--- src/hw/rtl/bre_pkg.sv ---
package bre_pkg;

    // field widths
    localparam int ANG_W  = 16;
    localparam int RATE_W = 16;
    localparam int OUT_W  = 24;

    // CORDIC
    localparam int STEPS  = 24;
    localparam int XY_W   = 34;
    localparam int CS_W   = 18;
    localparam int CORDIC_LAT = STEPS + 1;
    localparam logic signed [XY_W-1:0] GAIN_Q30 = 34'sd652032874;
    localparam logic signed [16:0] HALF_PI_Q13 = 17'sd12868;
    localparam logic signed [16:0] PI_Q13      = 17'sd25736;
    localparam logic signed [CS_W-1:0] COS_MIN = 18'sd256;

    // divider
    localparam int DIV_NW = 35;
    localparam int DIV_DW = 18;
    localparam int DIV_QW = 27;

    // output limits
    localparam logic signed [OUT_W-1:0] OUT_MAX = 24'sh7FFFFF;
    localparam logic signed [OUT_W-1:0] OUT_MIN = 24'sh800000;

    // queue
    localparam int QDEPTH_DEF = 4;

    // one folded item held in the queue
    typedef struct packed {
        logic signed [ANG_W-1:0]  roll_a;
        logic                     roll_neg;
        logic signed [ANG_W-1:0]  pitch_a;
        logic                     pitch_neg;
        logic signed [RATE_W-1:0] p;
        logic signed [RATE_W-1:0] q;
        logic signed [RATE_W-1:0] r;
    } t_item;

    typedef struct packed {
        logic full;
        logic empty;
    } t_qstat;

    // Q30 arctangent table, truncated toward zero
    function automatic logic signed [XY_W-1:0] atan_q30(input int i);
        logic signed [XY_W-1:0] v;
        case (i)
            0:  v = 34'sh03243F6A8;
            1:  v = 34'sh01DAC6705;
            2:  v = 34'sh00FADBAFC;
            3:  v = 34'sh007F56EA6;
            4:  v = 34'sh003FEAB76;
            5:  v = 34'sh001FFD55B;
            6:  v = 34'sh000FFFAAA;
            7:  v = 34'sh0007FFF55;
            8:  v = 34'sh0003FFFEA;
            9:  v = 34'sh0001FFFFD;
            10: v = 34'sh0000FFFFF;
            11: v = 34'sh00007FFFF;
            12: v = 34'sh00003FFFF;
            13: v = 34'sh00001FFFF;
            14: v = 34'sh00000FFFF;
            15: v = 34'sh000007FFF;
            16: v = 34'sh000003FFF;
            17: v = 34'sh000001FFF;
            18: v = 34'sh000000FFF;
            19: v = 34'sh0000007FF;
            20: v = 34'sh0000003FF;
            21: v = 34'sh0000001FF;
            22: v = 34'sh0000000FF;
            23: v = 34'sh00000007F;
            default: v = '0;
        endcase
        return v;
    endfunction

    // clamp to 24 bits; top bit of the result is the saturation flag
    function automatic logic [OUT_W:0] sat24(input logic signed [29:0] v);
        logic [OUT_W:0] res;
        if (v > 30'(OUT_MAX)) begin
            res = {1'b1, OUT_MAX};
        end else if (v < 30'(OUT_MIN)) begin
            res = {1'b1, OUT_MIN};
        end else begin
            res = {1'b0, v[OUT_W-1:0]};
        end
        return res;
    endfunction

endpackage

--- src/hw/rtl/bre_front.sv ---
module bre_front (
    input  logic                              i_valid,
    output logic                              o_ready,
    input  logic signed [bre_pkg::ANG_W-1:0]  i_roll_angle,
    input  logic signed [bre_pkg::ANG_W-1:0]  i_pitch_angle,
    input  logic signed [bre_pkg::RATE_W-1:0] i_rate_x,
    input  logic signed [bre_pkg::RATE_W-1:0] i_rate_y,
    input  logic signed [bre_pkg::RATE_W-1:0] i_rate_z,
    input  bre_pkg::t_qstat                   i_qstat,
    output logic                              o_push,
    output bre_pkg::t_item                    o_item
);

    // fold an angle into [-pi/2, pi/2], flagging a negated cosine
    function automatic logic [bre_pkg::ANG_W:0] fold(input logic signed [bre_pkg::ANG_W-1:0] a);
        logic signed [16:0] a17;
        logic signed [16:0] f;
        logic               neg;
        a17 = 17'(a);
        if (a17 > bre_pkg::HALF_PI_Q13) begin
            f   = bre_pkg::PI_Q13 - a17;
            neg = 1'b1;
        end else if (a17 < -bre_pkg::HALF_PI_Q13) begin
            f   = -bre_pkg::PI_Q13 - a17;
            neg = 1'b1;
        end else begin
            f   = a17;
            neg = 1'b0;
        end
        return {neg, f[bre_pkg::ANG_W-1:0]};
    endfunction

    logic [bre_pkg::ANG_W:0] roll_f;
    logic [bre_pkg::ANG_W:0] pitch_f;

    assign roll_f  = fold(i_roll_angle);
    assign pitch_f = fold(i_pitch_angle);

    // transfer into the queue whenever it has room
    assign o_ready = !i_qstat.full;
    assign o_push  = i_valid && !i_qstat.full;

    always_comb begin
        o_item.roll_a    = roll_f[bre_pkg::ANG_W-1:0];
        o_item.roll_neg  = roll_f[bre_pkg::ANG_W];
        o_item.pitch_a   = pitch_f[bre_pkg::ANG_W-1:0];
        o_item.pitch_neg = pitch_f[bre_pkg::ANG_W];
        o_item.p         = i_rate_x;
        o_item.q         = i_rate_y;
        o_item.r         = i_rate_z;
    end

endmodule

--- config.mk ---
export PLATFORM = sky130hd
export DESIGN_NAME = bre_front
export DESIGN_NICKNAME = d
export VERILOG_FILES = /design/src/hw/rtl/bre_pkg.sv /design/src/hw/rtl/bre_front.sv
export SDC_FILE = /design/constraint.sdc
export NUM_CORES = 1
export LEC_CHECK = 0
export BUFFER_PORTS_ARGS = -buffer_cell sky130_fd_sc_hd__buf_2
export CAP_MARGIN = 25
export CORE_AREA = 2 2 51 100
export DETAILED_ROUTE_END_ITERATION = 16
export DIE_AREA = 0 0 53 102
export PLACE_DENSITY = 0.87
export SYNTH_ARGS = -nofsm -noshare
export SYNTH_HDL_FRONTEND = slang
export SYNTH_SLANG_ARGS = --single-unit
--- constraint.sdc ---
create_clock -name vclk -period 3.2
set_input_delay 0.32 -clock vclk [all_inputs]
set_output_delay 0.32 -clock vclk [all_outputs]
set_load 0.01 [all_outputs]
==> results of run 1 <==
cell usage in the layout (no fill, tap or decap), drive strengths merged, types with 3 or more instances in the layout:
master,count
nand2,16
a31o,5
a41o,4
nor3,7
nand2b,5
o41ai,4
xnor2,11
a21oi,11
o211ai,3
nand3,6
nor2,11
nor2b,5
o21ai,18
a31oi,5
o22ai,5
nand4,4
or2,3
o31ai,5
xor2,13
inv,8
buf,72
metal layers:
layer / vias up / GRT usage [%]
met5: - / 0
met4: 0 / 10.5
met3: 34 / 1.02
met2: 161 / 35.4
met1: 892 / 15.4
li1: 878 / -
worst max path at each step:
stage | start | endpoint | slack, ns | cells past startpoint
5_1_grt | i_pitch_angle[8] | o_item[55] | 0.15 | 8
4_1_cts | i_pitch_angle[8] | o_item[55] | 0.32 | 8
2_1_floorplan | i_pitch_angle[9] | o_item[58] | 0.65 | 7
3_5_place_dp | i_pitch_angle[8] | o_item[55] | 0.32 | 8
6_report | i_pitch_angle[8] | o_item[55] | 0.30 | 8
3_3_place_gp | i_pitch_angle[8] | o_item[55] | 0.36 | 8
cell families (layout without fill, tap and decap cells):
kind of cell / Yosys count / after routing / share of synthesized area [%]
xor+xnor: 24 / 24 / 12.3
fa+ha+maj: 2 / 2 / 1.47
compound gates: 78 / 78 / 33.3
mux: 3 / 3 / 1.84
simple gates: 68 / 68 / 20.9
buf+inv: 82 / 80 / 30.2
power groups by stage:
stage               Clock, mW  Sequential (mW)  Combinational, mW
floorplan                   0                0              0.249
global placement            0                0              0.279
detailed placement          0                0              0.287
CTS                         0                0              0.288
global route                0                0              0.320
finish                      0                0              0.292
critical path, cell delays in order:
cell	delay, ns
buf_2	0.17
or4b_1	0.55
a2111o_1	0.42
a221o_1	0.50
o21ai_0	0.22
o21ai_0	0.12
xnor2_1	0.13
buf_2	0.14
final cells by class:
type                       count  share of cell area (%)
inverter                       8                    1.82
tap                           55                    4.16
timing repair buffer          72                    22.1
multi-input combinational    175                    71.9
==> results.cfg, run 1 <==
[status]
status = finished, final reports clean

[routing]
route.vias.total = 1965
ant_nets = 0
wl_met2_um = 2570
wl_per_cell_um = 15.8
met3_length_um = 438
drc = 0
drt_iter0_drc = 71
first_pass_iters = 4
detail_route.vias_per_cell = 6.34
highest_layer = met4
wl_met1_um = 1560
routed_wl_um = 4900

[sta]
setup_violations = 0
relSlewSlack_pct = 58.2
worst_slew_pin_slew_ns = 0.621
drv_slew = 0
max_freq_mhz = 345
holdWs_ns = 0.640
timing.final.crit_share_pct = 90.6
tns_ns = 0
setup_ws_ns = 0.302
finalHoldViolCount = 0
rsz0062_at_grt = false
fin_crit_ns = 2.90

[floorplan]
die_w_um = 53
dieArea_sq_mm = 0.00541
pin_count = 167
die_h_um = 102
row_count = 35
start_util_pct = 37.1
core_region_area_sq_mm = 0.00460

[grt]
antenna_found_initial = 0
grt_max_degree = 15
grt_first_pass_wirelength_um = 7600
grt_usage_pct = 17.4
grt_pass1_vias = 1747
grt_remaining_overflow = 0

[place]
gp_congestion = 0.948
placedInstanceArea_sq_mm = 0.00165
dp_hpwl_um = 3910
io_buffer_count = 70
preCtsSetupSlack_ns = 0.319
dp.cells = 309

[power]
p_seq_share_pct = 0
p_sw_mw = 0.174
comb_power_share_pct = 100.0
swShare_pct = 59.6
ir_drop_mv = 0.0766
p_leak_nw = 0.722
clkPwrFrac_pct = 0
power-per-cell-area_mw_per_mm2 = 177
p_int_mw = 0.118
total_power_mw = 0.292

[synthesis]
synth_nets = 342
synth_top_cell_by_area = buf_4
synth.distinct_cells = 53
ys_warn_count = 0
synth.area.top_cells = buf_4 22%, xor2_1 6.7%, xnor2_1 5.7%, o21ai_0 5.0%, clkbuf_1 3.3%
netlist_instances = 257
netlist_area_sq_mm = 0.00170
ys_seq_area_share_pct = 0
yosys-top-cells-count = 51 x buf_4, 17 x o21ai_0, 15 x clkbuf_1, 15 x nand2_1, 13 x xor2_1
yosys.area.top_type_share_pct = 22.5
synth_most_common_cell = buf_4
syn_area_per_cell_sq_um = 6.63

[cells_and_area]
drive_above_1_share_pct = 33.7
seq_cells = 0
area_delta_synth_final_pct = -2.94
fin_util_pct = 36.0
n_clock_buffer = 0
final_cells = 310
n_antenna_cell = 0
multi_input_area_sq_mm = 0.00119
nets = 342
fillers = 505
fin_area_sq_mm = 0.00165
ff_latch_area_sq_um = 0

[worst_hold_path]
whs_path_depth = 0
hold_class = input port to primary output
hold_path_end = o_item[28]
min_from = i_rate_y[12]

[clocking]
cts_hold_buf = 0
cts_resized = 0
post_cts_buffers = 0

[setup_path]
crit_fanout = 13
worstSetupEndpointType = primary output
worstPathArrival_ns = 2.58
crit_type = input port to primary output
cp.required_ns = 2.88
start_kind = input port

[run]
max_cap_viol_count = 0
Power figures use the tool's default switching activity.
==> run 2, diff against run 1 <==
Settings changed: PLACE_DENSITY 0.87 to 0.81.
==> results.cfg, run 2 (same netlist as run 1, synthesis figures left out) <==
[grt]
grt_pass1_vias = 1757
met1_usage_pct = 13.6
grt_first_pass_wirelength_um = 7360
grt_max_degree = 15
grt_usage_pct = 16.9
antenna_found_initial = 0
met3_usage_pct = 0.877
top_usage_layer = met2
grt_remaining_overflow = 0
grtUsageMet2_pct = 35.8

[setup_path]
worstPathArrival_ns = 2.62
crit_type = input port to primary output
crit_chain = buf_2 -> or4b_1 -> a2111o_1 -> a221o_1 -> o21ai_0 -> o21ai_0 -> xnor2_1 -> buf_2
start_kind = input port
cp.required_ns = 2.88
critical-path-top-delay-family = compound AO/OA/AOI/OAI gates
cp_slowest_cell = or4b_1
cpPeakStageDelay_ns = 0.55
worstSetupEndpointType = primary output
path_buf_inv = 2
crit_fanout = 13

[routing]
first_pass_iters = 7
drc = 0
wl_per_cell_um = 15.4
detail_route.vias_per_cell = 6.15
route.vias.total = 1918
ant_nets = 0
drt_iter0_drc = 62
routed_wl_um = 4800

[clocking]
cts_resized = 0
cts_hold_buf = 0
post_cts_buffers = 0

[run]
max_cap_viol_count = 0

[cells_and_area]
nets = 344
final_cells = 312
drive_above_1_share_pct = 34.2
layout_commonest_cell = buf_2
n_antenna_cell = 0
n_clock_buffer = 0
layout_common_cells = 70 x buf_2, 17 x o21ai_0, 15 x nand2_1
seq_cells = 0
area_delta_synth_final_pct = -2.06
ff_latch_area_sq_um = 0

[sta]
tns_ns = 0
finalHoldViolCount = 0
holdWs_ns = 0.640
timing.final.crit_share_pct = 91.7
fin_crit_ns = 2.94
setup_violations = 0
setup_ws_ns = 0.265
rsz0062_at_grt = false
drv_slew = 0
max_freq_mhz = 341
worst_slew_pin_slew_ns = 0.528
relSlewSlack_pct = 64.5

[power]
swShare_pct = 59.0
clkPwrFrac_pct = 0
comb_power_share_pct = 100.0
p_int_mw = 0.120
p_seq_share_pct = 0
ir_drop_mv = 0.0824
p_sw_mw = 0.172
power-per-cell-area_mw_per_mm2 = 175
p_leak_nw = 0.732

[place]
preCtsSetupSlack_ns = 0.286
io_buffer_count = 70
dp.cells = 311
gp_congestion = 0.912
dp_hpwl_um = 3920

[floorplan]
start_util_pct = 37.1
core_region_area_sq_mm = 0.00460
die_h_um = 102
row_count = 35
pin_count = 167
die_w_um = 53
dieArea_sq_mm = 0.00541

[status]
status = finished, final reports clean

[worst_hold_path]
hold_class = input port to primary output
[run 2: cell count changes in the layout (fill, tap and decap cells not counted)]
cell / before / now
buf_4: 2 / 4
[run 2: worst paths after layout]
check                        startpoint    endpoint  depth (start not counted)
worst max-delay path  i_pitch_angle[14]  o_item[55]                          8
worst min-delay path       i_rate_z[12]  o_item[12]                          0
[run 2: area by class of cell]
type	count	area (sq um)
Fill cell	519	2930
Inverter	8	30.0
Multi-Input combinational cell	175	1190
Tap cell	55	68.8
Timing Repair Buffer	74	380
[run 2: power by group through the flow]
stage	sequential, mW	combinational [mW]	clock, mW
floorplan	0	0.249	0
CTS	0	0.288	0
finish	0	0.292	0
global placement	0	0.281	0
detailed placement	0	0.287	0
global route	0	0.318	0
[run 2: layer usage]
layer	wire length, um	part of all wire, %
met1	1530	32
met2	2590	54
met5	0	0
met4	289	6.0
met3	399	8.3
[run 2: metrics by stage]
| stage | utilization (%) | total power [mW] | cell area [sq um] |
|---|---|---|---|
| floorplan | - | 0.249 | 1700 |
| global placement | 36.1 | 0.281 | 1660 |
| detailed placement | 36.1 | 0.287 | 1660 |
| CTS | 36.1 | 0.288 | 1660 |
| global route | 36.3 | 0.318 | 1670 |
| finish | 36.3 | 0.292 | 1670 |
==> run 3, diff against run 2 <==
Clock period 3.2 ns to 2.8 ns, I/O delays scaled along.
==> results.cfg, run 3 (same netlist as run 1, synthesis figures left out) <==
[status]
status = finished, final reports clean

[cells_and_area]
n_clock_buffer = 0
multi_input_area_sq_mm = 0.00120
n_antenna_cell = 0
layout_commonest_cell = buf_2
nets = 346
seq_cells = 0
area_delta_synth_final_pct = -0.734
drive_above_1_share_pct = 35.5
layout_common_cells = 70 x buf_2, 17 x o21ai_0, 15 x nand2_1
ff_latch_area_sq_um = 0
fillers = 509

[routing]
routed_wl_um = 5020
wl_per_cell_um = 16.0
detail_route.vias_per_cell = 6.16
ant_nets = 0
drc = 0
first_pass_iters = 4
drt_iter0_drc = 83
route.vias.total = 1933

[setup_path]
cpPeakStageDelay_ns = 0.55
crit_type = input port to primary output
crit_chain = buf_2 -> or4b_1 -> a2111o_1 -> a221o_2 -> o21ai_0 -> o21ai_0 -> xnor2_1 -> buf_2
worstPathArrival_ns = 2.51
crit_fanout = 13
cp.required_ns = 2.52
start_kind = input port
worstSetupEndpointType = primary output
cp_slowest_cell = or4b_1

[sta]
drv_slew = 0
fin_crit_ns = 2.79
finalHoldViolCount = 0
worst_slew_pin_slew_ns = 0.567
rsz0062_at_grt = true
relSlewSlack_pct = 61.9
setup_violations = 0
timing.final.crit_share_pct = 99.7
holdWs_ns = 0.560
max_freq_mhz = 358
tns_ns = 0

[place]
io_buffer_count = 70
dp_hpwl_um = 3960
gp_congestion = 0.951

[clocking]
post_cts_buffers = 0
cts_hold_buf = 0
cts_resized = 0

[grt]
grt_usage_pct = 17.3
grt_pass1_vias = 1744
grt_max_degree = 14
grt_first_pass_wirelength_um = 7550
grt_remaining_overflow = 0
antenna_found_initial = 0

[floorplan]
start_util_pct = 37.1
die_w_um = 53
row_count = 35
core_region_area_sq_mm = 0.00460
dieArea_sq_mm = 0.00541
pin_count = 167
die_h_um = 102

[power]
p_leak_nw = 0.745
ir_drop_mv = 0.0946
p_seq_share_pct = 0
comb_power_share_pct = 100.0
clkPwrFrac_pct = 0
swShare_pct = 59.1
power-per-cell-area_mw_per_mm2 = 201
total_power_mw = 0.340
p_int_mw = 0.139
p_sw_mw = 0.201

[run]
max_cap_viol_count = 0

[worst_hold_path]
hold_class = input port to primary output
run 3: cell types whose count changed in the layout (fill, tap and decap cells not counted):
cell,previous run,this run
a221o_1,1,0
a221o_2,0,1
a221oi_1,1,0
a221oi_2,0,1
buf_4,4,6
run 3: critical path, delay by kind of cell:
| kind | cells | cell delay [ns] |
|---|---|---|
| XOR/XNOR | 1 | 0.16 |
| AO/OA/AOI/OAI | 4 | 1.25 |
| buffers and inverters | 2 | 0.26 |
| AND/OR/NAND/NOR | 1 | 0.55 |
run 3: worst paths after layout:
| check | start | endpoint | slack [ns] | cells after the start |
|---|---|---|---|---|
| min | i_rate_z[12] | o_item[12] | 0.56 | 0 |
| max | i_pitch_angle[14] | o_item[55] | 0.007 | 8 |
run 3: final cells by class:
| class | count | area share (%) |
|---|---|---|
| inverters | 8 | 1.78 |
| multi-input cells | 175 | 70.8 |
| well taps | 55 | 4.07 |
| repair buffers | 76 | 23.4 |
run 3: metal layers:
metal  part of all wire, %  vias up  GRT usage (%)
met3                   7.4       21           1.17
met1                    33      902           14.9
li1                      -      882              -
met4                   4.8        0           9.07
met2                    54      128           36.2
met5                     0        -              0
run 3: power groups by stage:
stage,registers (mW),clock network (mW),logic [mW]
after floorplan,0,0,0.285
after global placement,0,0,0.325
after detailed placement,0,0,0.333
after CTS,0,0,0.334
after global routing,0,0,0.369
final,0,0,0.340
run 3: stage by stage:
step                      area [sq um]  util, %  instances  worst slack, ns
after CTS                         1680     36.6        314           0.0266
final                             1690     36.8        314          0.00717
after floorplan                   1700        -        257            0.333
after global placement            1680     36.6        314            0.115
after detailed placement          1680     36.6        314           0.0298
after global routing              1690     36.8        314          -0.0840
