<file path="src/hw/rtl/bre_pkg.sv">
package bre_pkg;

    // field widths
    localparam int ANG_W  = 16;
    localparam int RATE_W = 16;
    localparam int OUT_W  = 24;

    // CORDIC
    localparam int STEPS  = 24;
    localparam int XY_W   = 34;
    localparam int CS_W   = 18;
    localparam int CORDIC_LAT = STEPS + 1;
    localparam logic signed [XY_W-1:0] GAIN_Q30 = 34'sd652032874;
    localparam logic signed [16:0] HALF_PI_Q13 = 17'sd12868;
    localparam logic signed [16:0] PI_Q13      = 17'sd25736;
    localparam logic signed [CS_W-1:0] COS_MIN = 18'sd256;

    // divider
    localparam int DIV_NW = 35;
    localparam int DIV_DW = 18;
    localparam int DIV_QW = 27;

    // output limits
    localparam logic signed [OUT_W-1:0] OUT_MAX = 24'sh7FFFFF;
    localparam logic signed [OUT_W-1:0] OUT_MIN = 24'sh800000;

    // queue
    localparam int QDEPTH_DEF = 4;

    // one folded item held in the queue
    typedef struct packed {
        logic signed [ANG_W-1:0]  roll_a;
        logic                     roll_neg;
        logic signed [ANG_W-1:0]  pitch_a;
        logic                     pitch_neg;
        logic signed [RATE_W-1:0] p;
        logic signed [RATE_W-1:0] q;
        logic signed [RATE_W-1:0] r;
    } t_item;

    typedef struct packed {
        logic full;
        logic empty;
    } t_qstat;

    // Q30 arctangent table, truncated toward zero
    function automatic logic signed [XY_W-1:0] atan_q30(input int i);
        logic signed [XY_W-1:0] v;
        case (i)
            0:  v = 34'sh03243F6A8;
            1:  v = 34'sh01DAC6705;
            2:  v = 34'sh00FADBAFC;
            3:  v = 34'sh007F56EA6;
            4:  v = 34'sh003FEAB76;
            5:  v = 34'sh001FFD55B;
            6:  v = 34'sh000FFFAAA;
            7:  v = 34'sh0007FFF55;
            8:  v = 34'sh0003FFFEA;
            9:  v = 34'sh0001FFFFD;
            10: v = 34'sh0000FFFFF;
            11: v = 34'sh00007FFFF;
            12: v = 34'sh00003FFFF;
            13: v = 34'sh00001FFFF;
            14: v = 34'sh00000FFFF;
            15: v = 34'sh000007FFF;
            16: v = 34'sh000003FFF;
            17: v = 34'sh000001FFF;
            18: v = 34'sh000000FFF;
            19: v = 34'sh0000007FF;
            20: v = 34'sh0000003FF;
            21: v = 34'sh0000001FF;
            22: v = 34'sh0000000FF;
            23: v = 34'sh00000007F;
            default: v = '0;
        endcase
        return v;
    endfunction

    // clamp to 24 bits; top bit of the result is the saturation flag
    function automatic logic [OUT_W:0] sat24(input logic signed [29:0] v);
        logic [OUT_W:0] res;
        if (v > 30'(OUT_MAX)) begin
            res = {1'b1, OUT_MAX};
        end else if (v < 30'(OUT_MIN)) begin
            res = {1'b1, OUT_MIN};
        end else begin
            res = {1'b0, v[OUT_W-1:0]};
        end
        return res;
    endfunction

endpackage

</file>
<file path="src/hw/rtl/bre_fifo.sv">
module bre_fifo #(
    parameter int DEPTH = bre_pkg::QDEPTH_DEF
) (
    input  logic            i_clk,
    input  logic            i_rst_n,
    input  logic            i_push,
    input  bre_pkg::t_item  i_item,
    input  logic            i_pop,
    output bre_pkg::t_item  o_item,
    output bre_pkg::t_qstat o_qstat
);

    localparam int AW = (DEPTH > 1) ? $clog2(DEPTH) : 1;
    localparam int CW = $clog2(DEPTH + 1);

    bre_pkg::t_item r_mem [DEPTH];
    logic [AW-1:0]  r_wr, n_wr;
    logic [AW-1:0]  r_rd, n_rd;
    logic [CW-1:0]  r_cnt, n_cnt;

    // pointer wrap at any depth
    always_comb begin
        n_wr  = r_wr;
        n_rd  = r_rd;
        n_cnt = r_cnt;
        if (i_push) begin
            n_wr = (r_wr == AW'(DEPTH - 1)) ? '0 : r_wr + 1'b1;
        end
        if (i_pop) begin
            n_rd = (r_rd == AW'(DEPTH - 1)) ? '0 : r_rd + 1'b1;
        end
        if (i_push && !i_pop) begin
            n_cnt = r_cnt + 1'b1;
        end else if (!i_push && i_pop) begin
            n_cnt = r_cnt - 1'b1;
        end
    end

    always_ff @(posedge i_clk) begin
        if (!i_rst_n) begin
            r_wr  <= '0;
            r_rd  <= '0;
            r_cnt <= '0;
        end else begin
            r_wr  <= n_wr;
            r_rd  <= n_rd;
            r_cnt <= n_cnt;
        end
    end

    always_ff @(posedge i_clk) begin
        if (i_push) begin
            r_mem[r_wr] <= i_item;
        end
    end

    assign o_item        = r_mem[r_rd];
    assign o_qstat.full  = (r_cnt == CW'(DEPTH));
    assign o_qstat.empty = (r_cnt == '0);

endmodule

</file>
<file path="config.mk">
export PLATFORM = sky130hd
export DESIGN_NAME = bre_fifo
export DESIGN_NICKNAME = d
export VERILOG_FILES = /design/src/hw/rtl/bre_pkg.sv /design/src/hw/rtl/bre_fifo.sv
export SDC_FILE = /design/constraint.sdc
export NUM_CORES = 1
export LEC_CHECK = 0
export ABC_AREA = 0
export ABC_CLOCK_PERIOD_IN_PS = 3500
export BUFFER_PORTS_ARGS = -buffer_cell sky130_fd_sc_hd__buf_2
export CORE_MARGIN = 8
export CORE_UTILIZATION = 49
export DETAILED_ROUTE_END_ITERATION = 10
export PLACE_DENSITY = 0.74
export SYNTH_ARGS = -nofsm -noshare
export SYNTH_HDL_FRONTEND = slang
export SYNTH_SLANG_ARGS = --single-unit
</file>
<file path="constraint.sdc">
create_clock -name i_clk -period 3.5 [get_ports i_clk]
set_input_delay 0.175 -clock i_clk [delete_from_list [all_inputs] [get_ports i_clk]]
set_output_delay 0.175 -clock i_clk [all_outputs]
set_load 0.01 [all_outputs]
</file>
==> summary.txt, run 1 <==
Run status
  • Status: complete, no violations

Logic synthesis
  • Ys Warns: 0
  • Cell variety after synth: 23
  • FF+latch count, synth: ~340
  • Synth area leader: edfxtp_1
  • Number of synthesized flops with an enable pin: between 300 and 400
  • Mapped Cells: between 400 and 500
  • Mapped Nets: between 500 and 600
  • Synth top area cells: edfxtp_1, mux4_2, dfxtp_1
  • Synth top area share: 0.796
  • Mean Syn Cell Area: 26.2 um2
  • Share of flip-flops with an asynchronous set or reset: 0
  • Post-Syn Area: between 10000 and 15000 um2
  • Sequential share of the synthesized area: 0.811
  • Ys flop type: edfxtp_1

Floorplanning
  • Core ar.: roughly 25000 um2
  • Top-Level Pins: 170
  • Row cnt: 58
  • Die footprint: roughly 31000 um2
  • Chip width: approximately 170 um
  • Initial Util: 0.496
  • Die height: roughly 170 um

Final layout
  • Post-route insts no fill: 1107
  • P&R area growth vs syn: 25.1%
  • Multi-input gate area: 2120 um2
  • Fillers: between 1500 and 2000
  • Most frequent cells in the layout: edfxtp_1, buf_2, dlygate4sd3_1
  • Most common cell after layout, fill and taps aside: edfxtp_1
  • Layout net count: 844
  • Finished Cell Area: ~15000 um2
  • Sequential Area: ~10000 um2
  • Fraction of layout cells with a size suffix above 1: 0.399

STA
  • Maximum clock frequency: about 380 MHz
  • Period utilization: 0.743
  • Slew Limit Fails: 0
  • Worst slew margin: 0.427
  • Final hold viol count: 0
  • Count of final setup violators: 0
  • Worst-Margin Slew: around 0.86 ns
  • Final setup skew: roughly 0.011 ns
  • Unrepaired setup endpoints after global routing: false
  • Post-route minimum period: 2.60 ns
  • Setup TNS: 0 ns

GRT
  • GRT overflow: 0
  • Initial antenna violation count: 1
  • GR Util met3: 0.0397
  • First-pass GRT wire length: 37600 um
  • Largest net degree at the start of global routing: 54
  • M1 GR Usage: 0.188
  • Most Crowded Layer GR: met2
  • GRT Resource Usage Total: 0.159
  • Vias in the first global route: around 6700
  • GRT met2 Usage: 0.284

Critical path
  • Crit-path max cell delay: around 0.69 ns
  • Crit Path Class: reg2out
  • Crit path cell chain: buf_4 -> mux4_2 -> buf_2
  • CP arrival: between 2 and 2.5 ns
  • Critical Path RT: 3.32 ns
  • Crit start category: flop
  • Reg2Reg Depth: 4
  • Critical Path Sink Type: primary output
  • Critical path depth: 3
  • Max stage delay cell, worst path: dfxtp_4
  • Delay-heaviest family, CP: flip-flops
  • CP Max Fanout: 25
  • Bufs and invs on worst path: 2

Worst hold path
  • HP Class: in2reg
  • WHS Path Cells: 3

Clock tree
  • Cts bufs inserted: 35
  • CTS Buffer Depth: 3
  • Root Driver: clkbuf_16
  • CTS H-tree depth: 2
  • Clock Latency Late Sink: about 0.50 ns
  • Post-CTS Setup Inserts: 0
  • CTS tree: done
  • Post-cts resize count: 0
  • Clock Sinks: ~340
  • Worst-path clk slew: around 0.06 ns
  • Hold-fix buffers, CTS: 83

Power
  • Peak VDD IR: between 0.3 and 0.4 mV
  • P per Cell Area: between 500 and 600 nW/um2
  • LEAKAGE: about 5.3 nW

Placed design
  • Port Buffers: between 150 and 200
  • Placed cells: between 900 and 1000
  • Final GP Congestion: 0.717
  • Placed inst area: around 14000 um2
  • HPWL Detailed: between 10000 and 15000 um

Routing
  • Routed vias: 5857
  • # DRC: 0
  • Vias per cell: roughly 5.3
  • Drt first pass iters: 4
  • WL per Instance: between 20 and 25 um
  • Initial DRC Count: 328
  • Number of routed nets with antenna violations: 0
  • Detailed-route wire length: between 20000 and 25000 um

Job
  • Max-cap violations: 0
## final cells by class
type | count | share of cell area
clock buffers | 43 | 0.0613
clock inverters | 19 | 0.00889
flip-flops and latches | 337 | 0.649
multi-input cells | 113 | 0.137
diodes | 1 | 0.000162
well taps | 330 | 0.0267
repair buffers | 260 | 0.116
inverters | 4 | 0.000970
## through the flow
step           power [mW]  hold WS, ns  utilization  setup WS, ns
2_1_floorplan        5.21        0.274            -         0.596
3_3_place_gp         5.49        0.385        0.543          1.39
3_5_place_dp         5.53        0.391        0.543          1.33
4_1_cts              9.06       0.0535        0.620         0.784
5_1_grt              9.27       0.0781        0.620         0.705
6_report             8.96       0.0702        0.620         0.900
## power by group
part / leakage [nW] / switching [mW] / internal, mW
Sequential: 3.09 / 0.0728 / 4.62
Combinational: 1.66 / 0.406 / 0.399
Clock: 0.527 / 1.39 / 2.07
## registers in the layout, summed over array words and instances, names as in the netlist, named ones only
| name | count |
|---|---|
| r_wr | 2 |
| r_cnt | 3 |
| r_mem | 328 |
| r_rd | 2 |
## cell usage after synthesis (2+ instances only)
cell type  number
mux2i_1         4
and2_1          5
nor3_1          2
buf_12          8
ha_1            6
dfxtp_1         9
mux4_2         81
buf_2           8
edfxtp_1      328
nor2b_1         5
inv_1           4
## worst register-to-register path: cells and delay by family, from the launching register on
family / cells / cell delay (ns)
buffers and inverters: 2 / 0.55
flip-flops: 1 / 0.35
AND/OR/NAND/NOR: 1 / 0.58
adder cells (fa/ha/maj): 1 / 0.15
## final timing paths
kind	endpoint	slack (ns)	start
setup / recovery	o_item[51]	0.90	flop
hold / removal	flop	0.07	i_pop
setup reg to reg	r_mem[0][47]$_DFFE_PP_	1.53	r_wr[0]$_SDFFE_PN0P_
hold reg to reg	flop	0.55	r_rd[1]$_SDFFE_PN0P_
## layer usage
metal	vias up	wire (um)	share of wire
met4	0	440	0.018
met3	35	1410	0.059
li1	2593	-	-
met5	-	0	0
met2	175	12800	0.53
met1	3054	9320	0.39
## logic make-up after synthesis
group           after synthesis  share of synthesized area
flops                       337                      0.811
mux                          86                      0.153
buf+inv                      22                     0.0186
simple gates                 15                    0.00728
fa+ha+maj                     7                    0.00769
compound gates                3                    0.00162
xor+xnor                      2                    0.00142
No activity file was read; power rests on OpenSTA's default activity.
==> run 2, diff against run 1 <==
--- a/config.mk
+++ b/config.mk
@@ -6,7 +6,7 @@
 export NUM_CORES = 1
 export LEC_CHECK = 0
 export ABC_AREA = 0
-export ABC_CLOCK_PERIOD_IN_PS = 3500
+export ABC_CLOCK_PERIOD_IN_PS = 2600
 export BUFFER_PORTS_ARGS = -buffer_cell sky130_fd_sc_hd__buf_2
 export CORE_MARGIN = 8
 export CORE_UTILIZATION = 49
==> constraint.sdc (replaced) <==
create_clock -name i_clk -period 2.6 [get_ports i_clk]
set_input_delay 0.13 -clock i_clk [delete_from_list [all_inputs] [get_ports i_clk]]
set_output_delay 0.13 -clock i_clk [all_outputs]
set_load 0.01 [all_outputs]
==> summary.txt, run 2 (synthesis gave the netlist of run 1 again) <==
Floorplanning
  • Die footprint: 30600 um2 (unchanged)
  • Row cnt: 58 (unchanged)
  • Top-Level Pins: 170 (unchanged)
  • Core ar.: 25000 um2 (unchanged)
  • Chip width: 175 um (unchanged)
  • Die height: 175 um (unchanged)
  • Initial Util: 0.496 (unchanged)

Power
  • Pint: 9.15 mW (+29%)
  • Switch Pwr: 2.47 mW (+32%)
  • Peak VDD IR: 0.465 mV (+23%)
  • Logic pwr share: 0.096 (+0.006)
  • Switch share: 0.213 (+0.00351)
  • Clock network power share: 0.362 (-0.024)
  • LEAKAGE: 5.26 nW (-0.30%)
  • P per Cell Area: 754 nW/um2 (+30%)
  • Total design power: 11.6 mW (+30%)
  • Reg power frac: 0.542 (+0.018)

Final layout
  • Top Registers: r_mem: 328 flops, r_cnt: 3 flops
  • P&R area growth vs syn: 24.7%
  • Core Util, Final: 0.618 (-0.00201)
  • Layout net count: 847 (+0.36%)
  • Post-route insts no fill: 1109 (+0.18%)
  • Most common cell after layout, fill and taps aside: edfxtp_1
  • Number of flip-flops in the largest register: 328 (unchanged)
  • Number of diodes: 0 (-1)
  • Most frequent cells in the layout: edfxtp_1, buf_2, dlygate4sd3_1
  • Largest Register: r_mem
  • Fraction of layout cells with a size suffix above 1: 0.401 (+0.00103)
  • Finished Cell Area: 15400 um2 (-0.32%)

Clock tree
  • CTS tree: done
  • CTS Buffer Depth: 3 (unchanged)
  • Clock Sinks: 337 (unchanged)
  • Hold-fix buffers, CTS: 85 (+2.4%)
  • Root Driver: clkbuf_16
  • Clock Latency Late Sink: 0.54 ns (+0.04 ns)
  • CTS H-tree depth: 1 (-1)
  • Cts bufs inserted: 31 (-11%)
  • Post-cts resize count: 0 (unchanged)
  • Worst-path clk slew: 0.06 ns (about the same)
  • Post-CTS Setup Inserts: 0 (unchanged)

Routing
  • WL per Instance: 21.5 um (-0.36%)
  • Drt first pass iters: 5 (+1)
  • Vias per cell: 5.30 (+0.14%)
  • Routed vias: 5876 (+0.32%)
  • Number of routed nets with antenna violations: 0 (unchanged)
  • Detailed-route wire length: 23900 um (-0.18%)
  • Initial DRC Count: 443 (+35%)
  • # DRC: 0 (unchanged)

Job
  • Max-cap violations: 0 (unchanged)

STA
  • Slew Limit Fails: 0 (unchanged)
  • Setup TNS: 0 ns (unchanged)
  • Period utilization: 0.878
  • Worst-Margin Slew: 0.555 ns (-0.303 ns)
  • Worst slew margin: 0.630 (+0.202)
  • Post-route minimum period: about 2.3 ns
  • Maximum clock frequency: about 440 MHz
  • Final hold viol count: 0 (unchanged)
  • Count of final setup violators: 0 (unchanged)
  • Unrepaired setup endpoints after global routing: false
  • Final setup skew: 0.00607 ns (-0.00479 ns)

Critical path
  • Crit-path max cell delay: 0.70 ns (about the same)
  • Crit start category: flop
  • Critical Path RT: 2.47 ns (-0.85 ns)
  • Crit path cell chain: buf_12 -> mux4_1 -> buf_2
  • Max stage delay cell, worst path: dfxtp_4
  • CP arrival: 2.15 ns (-0.27 ns)
  • CP Max Fanout: 40 (+60%)
  • Crit Path Class: reg2out
  • Critical Path Sink Type: primary output

Placed design
  • Placed inst area: 13600 um2 (+0.46%)
  • Final GP Congestion: 0.699 (-2.6%)
  • Placed cells: 966 (+0.52%)
  • Port Buffers: 169 (unchanged)
  • HPWL Detailed: 14500 um (+0.95%)

GRT
  • First-pass GRT wire length: 37600 um (+0.17%)
  • Initial antenna violation count: 1 (unchanged)
  • GRT Resource Usage Total: 0.157 (-0.00211)
  • GRT overflow: 0 (unchanged)
  • Vias in the first global route: 6613 (-1.1%)
  • Largest net degree at the start of global routing: 83 (+54%)

Worst hold path
  • HP Class: in2reg

Run status
  • Status: complete, no violations
-- run 2: final cells by class --
cell class                      count  area [um2]
Sequential cell                   337       10000
Fill cell                        1747        9540
Multi-Input combinational cell    113        2120
Timing Repair Buffer              267        1880
Clock buffer                       36         795
Tap cell                          330         413
Clock inverter                     22         161
Inverter                            4        15.0
-- run 2: metrics by stage --
stage	hold WS, ns	worst slack (ns)
after global routing	0.326	0.192
final	0.339	0.318
after floorplan	0.229	0.591
after detailed placement	0.345	0.825
after global placement	0.340	0.853
after CTS	0.308	0.231
-- run 2: power by group through the flow --
stage	sequential (mW)	clock [mW]	combinational, mW
finish	6.30	4.20	1.12
global route	6.32	4.47	1.22
CTS	6.31	4.31	1.14
detailed placement	6.42	0	1.03
global placement	6.40	0	1.01
floorplan	6.38	0	0.620
-- run 2: critical path: cells and delay by family, from the launching register on --
| family | cells | cell delay (ns) |
|---|---|---|
| buffers and inverters | 2 | 0.50 |
| DFF | 1 | 0.70 |
| muxes | 1 | 0.38 |
-- run 2: final timing paths --
path / from / endpoint / slack (ns) / cells after the start
max: flop / o_item[62] / 0.32 / 3
min: i_item[27] / r_mem[0][27]$_DFFE_PP_ / 0.34 / 2
max reg2reg: r_wr[0]$_SDFFE_PN0P_ / r_mem[1][51]$_DFFE_PP_ / 0.86 / 3
min reg2reg: r_wr[1]$_SDFFE_PN0P_ / r_wr[1]$_SDFFE_PN0P_ / 0.57 / 2
-- run 2: per-layer routing --
| layer | wire (um) | vias up | track usage |
|---|---|---|---|
| li1 | - | 2594 | - |
| met1 | 9830 | 3038 | 0.199 |
| met2 | 12000 | 205 | 0.267 |
| met3 | 1600 | 37 | 0.0410 |
| met4 | 459 | 2 | 0.0367 |
| met5 | 13 | - | 0 |
==> run 3, diff against run 2 <==
--- a/config.mk
+++ b/config.mk
@@ -11,6 +11,7 @@
 export CORE_MARGIN = 8
 export CORE_UTILIZATION = 49
 export DETAILED_ROUTE_END_ITERATION = 10
+export GPL_TIMING_DRIVEN = 0
 export PLACE_DENSITY = 0.74
 export SYNTH_ARGS = -nofsm -noshare
 export SYNTH_HDL_FRONTEND = slang
==> summary.txt, run 3 (synthesis gave the netlist of run 1 again) <==
Critical path
  • Crit start category: flop
  • CP Max Fanout: 10 (-75%)
  • Crit Path Class: reg2out
  • Critical Path Sink Type: primary output
  • CP arrival: 2.31 ns (+0.16 ns)
  • Critical Path RT: 2.47 ns (about the same)

STA
  • Post-route minimum period: 2.44 ns (+0.163 ns)
  • Worst-Margin Slew: 0.719 ns (+0.163 ns)
  • Worst slew margin: 0.521 (-0.109)
  • Setup WS post-layout: 0.155 ns (-0.163 ns)
  • Slew Limit Fails: 0 (unchanged)
  • Final hold viol count: 0 (unchanged)
  • Setup TNS: 0 ns (unchanged)
  • Period utilization: 0.940 (+0.0628)
  • Count of final setup violators: 0 (unchanged)
  • Unrepaired setup endpoints after global routing: false
  • Final setup skew: 0.0160 ns (+0.00992 ns)
  • Maximum clock frequency: 409 MHz (-6.7%)

Job
  • Max-cap violations: 0 (unchanged)

Floorplanning
  • Row cnt: 58 (unchanged)
  • Chip width: 175 um (unchanged)
  • Die height: 175 um (unchanged)
  • Core ar.: 25000 um2 (unchanged)
  • Die footprint: 30600 um2 (unchanged)
  • Top-Level Pins: 170 (unchanged)
  • Initial Util: 0.496 (unchanged)

Placed design
  • Port Buffers: 169 (unchanged)
  • Pre-CTS setup slack: 0.587 ns (-0.238 ns)
  • Final GP Congestion: 0.721 (+3.2%)
  • HPWL Detailed: 14700 um (+1.0%)

Routing
  • Routed vias: 5961 (+1.4%)
  • Drt first pass iters: 4 (-1)
  • Number of routed nets with antenna violations: 0 (unchanged)
  • Detailed-route wire length: 23700 um (-0.90%)
  • WL per Instance: 21.1 um (-2.0%)
  • Initial DRC Count: 351 (-21%)
  • Vias per cell: 5.31 (+0.27%)
  • # DRC: 0 (unchanged)

Clock tree
  • Root Driver: clkbuf_16
  • CTS tree: done
  • CTS Buffer Depth: 3 (unchanged)
  • Clock Latency Late Sink: 0.49 ns (-0.05 ns)
  • CTS H-tree depth: 2 (+1)
  • Cts bufs inserted: 34 (+9.7%)
  • Post-CTS Setup Inserts: 0 (unchanged)
  • Clock Sinks: 337 (unchanged)
  • Worst-path clk slew: 0.06 ns (about the same)

Final layout
  • P&R area growth vs syn: 27.1%
  • Top Registers: r_mem: 328 flops, r_cnt: 3 flops
  • Layout net count: 859 (+1.4%)
  • Largest Register: r_mem
  • Most frequent cells in the layout: edfxtp_1, buf_2, dlygate4sd3_1
  • Number of flip-flops in the largest register: 328 (unchanged)
  • Fraction of layout cells with a size suffix above 1: 0.407 (+0.00657)
  • Most common cell after layout, fill and taps aside: edfxtp_1

Power
  • LEAKAGE: 5.41 nW (+3.0%)
  • P per Cell Area: 778 nW/um2 (+3.2%)
  • Peak VDD IR: 0.610 mV (+31%)

Run status
  • Status: complete, no violations

Worst hold path
  • HP Class: in2reg

GRT
  • Largest net degree at the start of global routing: 57 (-31%)
  • GRT overflow: 0 (unchanged)
  • GRT Resource Usage Total: 0.154 (-0.00257)
  • First-pass GRT wire length: 36700 um (-2.4%)
  • Initial antenna violation count: 2 (+1)
  • Vias in the first global route: 6557 (-0.85%)
[run 3: path summary, 6_finish.rpt]
path | depth (start not counted) | end | from | slack, ns
worst min-delay path | 3 | r_wr[1]$_SDFFE_PN0P_ | i_push | 0.04
worst max-delay path | 4 | o_item[73] | flop | 0.16
worst max register to register | 4 | r_mem[2][13]$_DFFE_PP_ | r_wr[0]$_SDFFE_PN0P_ | 0.72
worst min register to register | 2 | r_rd[1]$_SDFFE_PN0P_ | r_rd[1]$_SDFFE_PN0P_ | 0.57
[run 3: routing by layer]
metal	track usage	vias up	routed length, um
li1	-	2620	-
met4	0.0519	2	566
met2	0.268	206	12400
met5	0	-	12
met3	0.0417	43	1530
met1	0.183	3090	9200
[run 3: power breakdown]
group          internal, mW  total [mW]  switching, mW
clock network          2.91        4.78           1.87
logic                 0.581        1.17          0.589
registers              6.22        6.28         0.0618
total                  9.71        12.2           2.52
[run 3: timing repair]
item / CTS / global route
endpoints found under the hold margin: 337 / 0
gates resized for setup: 0 / 0
hold buffers: 85 / 0
[run 3: worst max-delay path, cell delays in order (launching register included)]
cell      delay [ns]
dfxtp_1         0.30
clkbuf_1        0.54
buf_2           0.42
mux4_2          0.38
buf_2           0.17
[run 3: through the flow]
stage / utilization / hold WS, ns / cells / power (mW) / instance area (um2)
after detailed placement: 0.551 / 0.347 / 975 / 7.49 / 13800
after CTS: 0.630 / 0.0180 / 1121 / 12.4 / 15700
after global routing: 0.630 / 0.0483 / 1122 / 12.7 / 15700
final: 0.630 / 0.0427 / 1122 / 12.2 / 15700
after global placement: 0.546 / 0.339 / 971 / 7.42 / 13600
after floorplan: - / 0.229 / 472 / 7.00 / 12400
[run 3: cell type report]
| type | instances | area, um2 |
|---|---|---|
| Sequential cell | 337 | 10000 |
| Fill cell | 1711 | 9240 |
| Multi-Input combinational cell | 113 | 2120 |
| Timing Repair Buffer | 258 | 1810 |
| Clock buffer | 45 | 966 |
| Tap cell | 330 | 413 |
| Buffer | 18 | 215 |
| Clock inverter | 16 | 150 |
| Inverter | 4 | 15.0 |
| Antenna cell | 1 | 2.50 |
